[config.mk]
export PLATFORM = sky130hd
export DESIGN_NAME = sps_sfr
export DESIGN_NICKNAME = d
export VERILOG_FILES = /design/src/design/sps_pkg.sv /design/src/design/sps_sfr.sv
export SDC_FILE = /design/constraint.sdc
export NUM_CORES = 1
export LEC_CHECK = 0
export BUFFER_PORTS_ARGS = -buffer_cell sky130_fd_sc_hd__buf_2
export CAP_MARGIN = 20
export CORE_MARGIN = 8
export CORE_UTILIZATION = 45
export CTS_CLUSTER_DIAMETER = 80
export CTS_CLUSTER_SIZE = 10
export DETAILED_ROUTE_END_ITERATION = 6
export PLACE_DENSITY = 0.69
export SYNTH_ARGS = -nofsm -noshare
export SYNTH_HDL_FRONTEND = slang
export SYNTH_SLANG_ARGS = --single-unit
[constraint.sdc]
create_clock -name clk -period 2.7 [get_ports clk]
set_clock_uncertainty 0.05 [all_clocks]
set_input_delay 0.54 -clock clk [delete_from_list [all_inputs] [get_ports clk]]
set_output_delay 0.54 -clock clk [all_outputs]
set_load 0.1 [all_outputs]
[src/design/sps_pkg.sv]
`timescale 1ns / 1ps
// shared types and constants for the serial port register model
// no dependencies

package sps_pkg;

  // item codes
  localparam logic [1:0] OP_READ  = 2'd0;
  localparam logic [1:0] OP_WRITE = 2'd1;
  localparam logic [1:0] OP_RX    = 2'd2;
  localparam logic [1:0] OP_TX    = 2'd3;

  // register selects, SADEN and SADDR fall to the default arm
  localparam logic [2:0] SEL_SCON = 3'd0;
  localparam logic [2:0] SEL_SBUF = 3'd1;
  localparam logic [2:0] SEL_PCON = 3'd2;

  // scon bit positions
  localparam int unsigned POS_RI  = 0;
  localparam int unsigned POS_TI  = 1;
  localparam int unsigned POS_RB8 = 2;
  localparam int unsigned POS_TB8 = 3;
  localparam int unsigned POS_REN = 4;
  localparam int unsigned POS_SM1 = 6;
  localparam int unsigned POS_SM0 = 7;

  typedef struct packed {
    logic [1:0] op;
    logic [2:0] reg_sel;
    logic [7:0] wdata;
    logic [8:0] rx_char;
  } sps_in_t;

  typedef struct packed {
    logic [7:0] rdata;
    logic       tx_valid;
    logic [8:0] tx_char;
    logic       irq;
    logic       rx_enabled;
    logic       tx_busy;
    logic       nine_bit_mode;
  } sps_out_t;

endpackage

[src/design/sps_sfr.sv]
`timescale 1ns / 1ps
// special function registers and the per-beat update of scon, sbuf and pcon
// depends on sps_pkg

module sps_sfr
  import sps_pkg::*;
(
  input  logic     clk,
  input  logic     rst_n,
  input  logic     fire,
  input  sps_in_t  item,
  output sps_out_t res
);

  logic [7:0] scon_r, scon_nxt;
  logic [7:0] tbuf_r, tbuf_nxt;
  logic [7:0] rbuf_r, rbuf_nxt;
  logic [7:0] pcon_r, pcon_nxt;
  logic       nine_r, nine_nxt;
  logic       armed_r, armed_nxt;
  logic       rx_on_r, rx_on_nxt;
  logic       known_r, known_nxt;
  logic [7:0] scon_wr;
  logic       mode_chg;

  // ri and ti can only be cleared by a write
  always_comb begin
    scon_wr         = item.wdata;
    scon_wr[POS_RI] = item.wdata[POS_RI] & scon_r[POS_RI];
    scon_wr[POS_TI] = item.wdata[POS_TI] & scon_r[POS_TI];
  end

  assign mode_chg = (scon_wr[POS_SM0] ^ scon_r[POS_SM0]) |
                    (scon_wr[POS_SM1] ^ scon_r[POS_SM1]) | !known_r;

  always_comb begin
    scon_nxt  = scon_r;
    tbuf_nxt  = tbuf_r;
    rbuf_nxt  = rbuf_r;
    pcon_nxt  = pcon_r;
    nine_nxt  = nine_r;
    armed_nxt = armed_r;
    rx_on_nxt = rx_on_r;
    known_nxt = known_r;
    res       = '0;
    unique case (item.op)
      OP_READ: begin
        unique case (item.reg_sel)
          SEL_SCON: res.rdata = scon_r;
          SEL_SBUF: res.rdata = rbuf_r;
          SEL_PCON: res.rdata = pcon_r;
          default:  res.rdata = 8'h00;
        endcase
      end
      OP_WRITE: begin
        unique case (item.reg_sel)
          SEL_SCON: begin
            scon_nxt  = scon_wr;
            rx_on_nxt = scon_wr[POS_REN];
            if (mode_chg) begin
              nine_nxt  = scon_wr[POS_SM0];
              known_nxt = 1'b1;
            end
          end
          SEL_SBUF: begin
            tbuf_nxt  = item.wdata;
            armed_nxt = 1'b1;
          end
          SEL_PCON: pcon_nxt = item.wdata;
          default: ;
        endcase
      end
      OP_RX: begin
        rbuf_nxt          = item.rx_char[7:0];
        scon_nxt[POS_RB8] = item.rx_char[8];
        scon_nxt[POS_RI]  = 1'b1;
      end
      OP_TX: begin
        if (armed_r) begin
          res.tx_valid     = 1'b1;
          res.tx_char      = {nine_r & scon_r[POS_TB8], tbuf_r};
          armed_nxt        = 1'b0;
          scon_nxt[POS_TI] = 1'b1;
        end
      end
    endcase
    res.irq           = scon_nxt[POS_RI] | scon_nxt[POS_TI];
    res.rx_enabled    = rx_on_nxt;
    res.tx_busy       = armed_nxt;
    res.nine_bit_mode = nine_nxt;
  end

  always_ff @(posedge clk) begin
    if (!rst_n) begin
      scon_r  <= '0;
      tbuf_r  <= '0;
      rbuf_r  <= '0;
      pcon_r  <= '0;
      nine_r  <= 1'b0;
      armed_r <= 1'b0;
      rx_on_r <= 1'b0;
      known_r <= 1'b0;
    end else if (fire) begin
      scon_r  <= scon_nxt;
      tbuf_r  <= tbuf_nxt;
      rbuf_r  <= rbuf_nxt;
      pcon_r  <= pcon_nxt;
      nine_r  <= nine_nxt;
      armed_r <= armed_nxt;
      rx_on_r <= rx_on_nxt;
      known_r <= known_nxt;
    end
  end

endmodule

==> flow_summary.toml <==
[floorplan]
floorplan.die.height_um = 81.16
initial_core_util_pct = 47.09
die_width_um = 81.16
core_area_um2 = 4058
number_of_placement_rows = 23
design.portCount = 47
design.die.area_um2 = 6587

[logic_synthesis]
synth.avg_cell_area_um2 = 8.096
ys_seq_elements = 36
yosys_most_used_dff = "sky130_fd_sc_hd__dfxtp_1"
postSynth.asyncResetShare_pct = 0
syn_nets = 265
sequential_element_share_of_the_synthesized_area_pct = 37.72
synth_area_um2 = 1911
yosys_warnings = 0
synth.top_cell.area_share_pct = 37.72
synth_cell_type_count = 41
synth_top_area_cell = "sky130_fd_sc_hd__dfxtp_1"
synth.top_cells.by_area = "sky130_fd_sc_hd__dfxtp_1, sky130_fd_sc_hd__a21oi_1, sky130_fd_sc_hd__nand3_1"
synth_edf_count = 0
synthesis.instances = 236

[layout]
combined_area_of_the_multi_input_logic_cells_um2 = 1106
fin_nets = 313
fillCellCount = 354
sequential_cell_area_um2 = 720.7
post-route-util_pct = 63.83
areaGrowthSynthToFinish_pct = 35.56
drive_gt1_share_pct = 29.47
num_antenna_cells = 0
final_cell_area_um2 = 2590

[timing]
period_needed_ps = 2639
maxSlewViolCount = 0
period_share_pct = 97.73
fmaxAchievable_mhz = 379.0
worstMarginPinSlew_ps = 524.1
hold_slack_ps = 413.0
hold_viol = 0
setup_viol_count_final = 0
slew-limit-headroom_pct = 64.87
setup_repair_after_global_routing_missed_its_margin = "no"
fin_tns_setup_ps = 0

[setup_path]
cp_data_arrival_time_ps = 2050
reg2reg_slack_ps = 1390
critPathMaxStageDelay_ps = 520
timing.critical_path.from_type = "input port"
timing.setup.critical_path_class = "in2out"
critical_path_required_ps = 2110
endpoint_kind = "output port"
timing.rr.start = "scon_r[6]$_SDFFE_PN0P_"
worstPathCellList = "buf_2 -> inv_2 -> ha_4 -> or4b_4 -> a31oi_4 -> mux2_4 -> buf_12"
startpoint = "item[21]"
crit-reg2reg-capture = "nine_r$_SDFFE_PN0P_"
crit_path_top_delay_cell = "sky130_fd_sc_hd__or4b_4"
critical_path.max_fanout = 3
reg2regPathDepth = 3

[global_route]
antenna_found_initial = 0
globalRoute.totalOverflow = 0
wire_length_of_the_first_global_routing_pass_um = 9266
number_of_global_route_vias_before_repair = 1900
grt_max_degree = 36
grt_util_all_layers_pct = 17.86

[power]
power-per-cell-area_nw_per_um2 = 476.7
p_total_mw = 1.235
leakagePower_nw = 1.021
ir_drop_uv = 324.1

[min_path]
hold_path_startpoint = "rbuf_r[6]$_SDFFE_PN0P_"
min-delay-path-class = "reg2reg"
hold_end = "rbuf_r[6]$_SDFFE_PN0P_"
hold_path_depth = 2

[place]
number_of_port_buffers = 46
rd_place_congestion = 0.8229
place_hpwl_um = 3915
post_dp_cell_area_um2 = 2404

[routing]
drt_pre_antenna_iters = 4
total_via_count_after_detailed_routing = 1958
vias_per_instance = 5.845
drt.antenna.violating_nets = 0
detailed_route_iter0_violations = 232
detail_route.drc_violations = 0
total_length_of_routed_wires_um = 5526
detail_route.wl_per_cell_um = 16.50

[cts]
hold_buffers = 0
cts-root-to-sink-buffers = 2
cts-root-buf = "sky130_fd_sc_hd__clkbuf_8"
path_clk_slew_ps = 70
worst_skew_pair.late_latency_ps = 290
cts.sink_count = 36
clock_tree.htree_level_count = 2
cts_tree = "built"
number_of_cts_inserted_buffers = 5

[job]
max-cap-violations = 0

[run_status]
outcome = "finished, final reports clean"
## synthesized netlist by cell type, drive strengths merged, types with 3 or more instances
| library cell | instances |
|---|---|
| o2bb2ai | 8 |
| nand2 | 15 |
| nand3 | 29 |
| dfxtp | 36 |
| ha | 4 |
| and3 | 10 |
| a311oi | 3 |
| buf | 12 |
| and2 | 10 |
| o21ai | 22 |
| a21oi | 35 |
| clkbuf | 11 |
| inv | 4 |
| mux2i | 9 |
| a31oi | 3 |
## repair_timing
| action | 4_1_cts | 5_1_grt |
|---|---|---|
| buffers inserted | 1 | 0 |
| gates resized for setup | 10 | 3 |
| endpoints found under the setup margin | 2 | 2 |
## worst max-delay path: cells and delay by family
family,cells,cell delay (ps)
AND/OR/NAND/NOR,1,520
adder cells (fa/ha/maj),1,150
AO/OA/AOI/OAI,1,170
buffers and inverters,3,350
multiplexers,1,330
## worst max path at each step
stage                     slack (ps)  depth (start not counted)      to
final                             60                          7  res[0]
after global routing              20                          7  res[0]
after CTS                         10                          7  res[0]
after detailed placement        -160                          7  res[0]
after global placement          -140                          7  res[0]
after floorplan                   80                          5  res[3]
## stage by stage
| stage | cells | worst slack, ps |
|---|---|---|
| floorplan | 236 | 75.96 |
| global placement | 326 | -136.8 |
| detailed placement | 326 | -164.2 |
| CTS | 335 | 10.69 |
| global route | 335 | 21.73 |
| finish | 335 | 61.29 |
## routing by layer
layer,track usage [%],vias up,share of wire [%]
met5,0,-,0
met4,7.321,0,2.1
met3,4.746,12,6.6
met2,28.71,70,48
met1,22.10,922,44
li1,-,954,-
## cell usage in the layout (no fill, tap or decap), types with 2 or more instances in the layout
master	netlist	layout
sky130_fd_sc_hd__dfxtp_1	36	36
sky130_fd_sc_hd__a21oi_1	35	35
sky130_fd_sc_hd__buf_2	5	33
sky130_fd_sc_hd__nand3_1	29	29
sky130_fd_sc_hd__o21ai_0	22	22
sky130_fd_sc_hd__buf_4	3	18
sky130_fd_sc_hd__nand2_1	15	15
sky130_fd_sc_hd__buf_12	0	12
sky130_fd_sc_hd__and3_1	10	9
sky130_fd_sc_hd__mux2i_1	9	9
sky130_fd_sc_hd__o2bb2ai_1	8	8
sky130_fd_sc_hd__and2_1	9	8
sky130_fd_sc_hd__clkbuf_8	0	7
sky130_fd_sc_hd__inv_1	4	3
sky130_fd_sc_hd__a311oi_1	3	3
sky130_fd_sc_hd__ha_1	4	3
sky130_fd_sc_hd__xnor2_1	2	2
sky130_fd_sc_hd__clkinv_1	2	2
sky130_fd_sc_hd__nor2b_1	2	2
sky130_fd_sc_hd__nor2_1	2	2
sky130_fd_sc_hd__a31oi_1	3	2
## area by class of cell
type	instances	area share (%)
multi-input combinational	171	42.71
sequential	36	27.83
timing repair buffer	64	21.30
clock buffer	7	3.720
tap	50	2.415
clock inverter	1	1.159
inverter	6	0.8696
## sequential cells by signal, summed over array words and instances, names as in the netlist
name	count
scon_r	8
known_r	1
rx_on_r	1
pcon_r	8
rbuf_r	8
tbuf_r	8
nine_r	1
armed_r	1
## kinds of logic (layout without fill, tap and decap cells)
logic type      after synthesis  count (layout)  synth area share [%]
flops                        36              36                 37.72
compound gates               77              77                 23.38
mux                          11              11                 5.894
xor+xnor                      2               2                0.9170
buf+inv                      29              78                 7.072
simple gates                 77              77                 22.40
fa+ha+maj                     4               4                 2.620
## where the power goes
group          internal, mW  switching [mW]  total (mW)
Sequential            0.539         0.00505       0.544
Combinational        0.0602           0.103       0.163
Clock                 0.326           0.201       0.527
(Power assumes the default switching activity.)
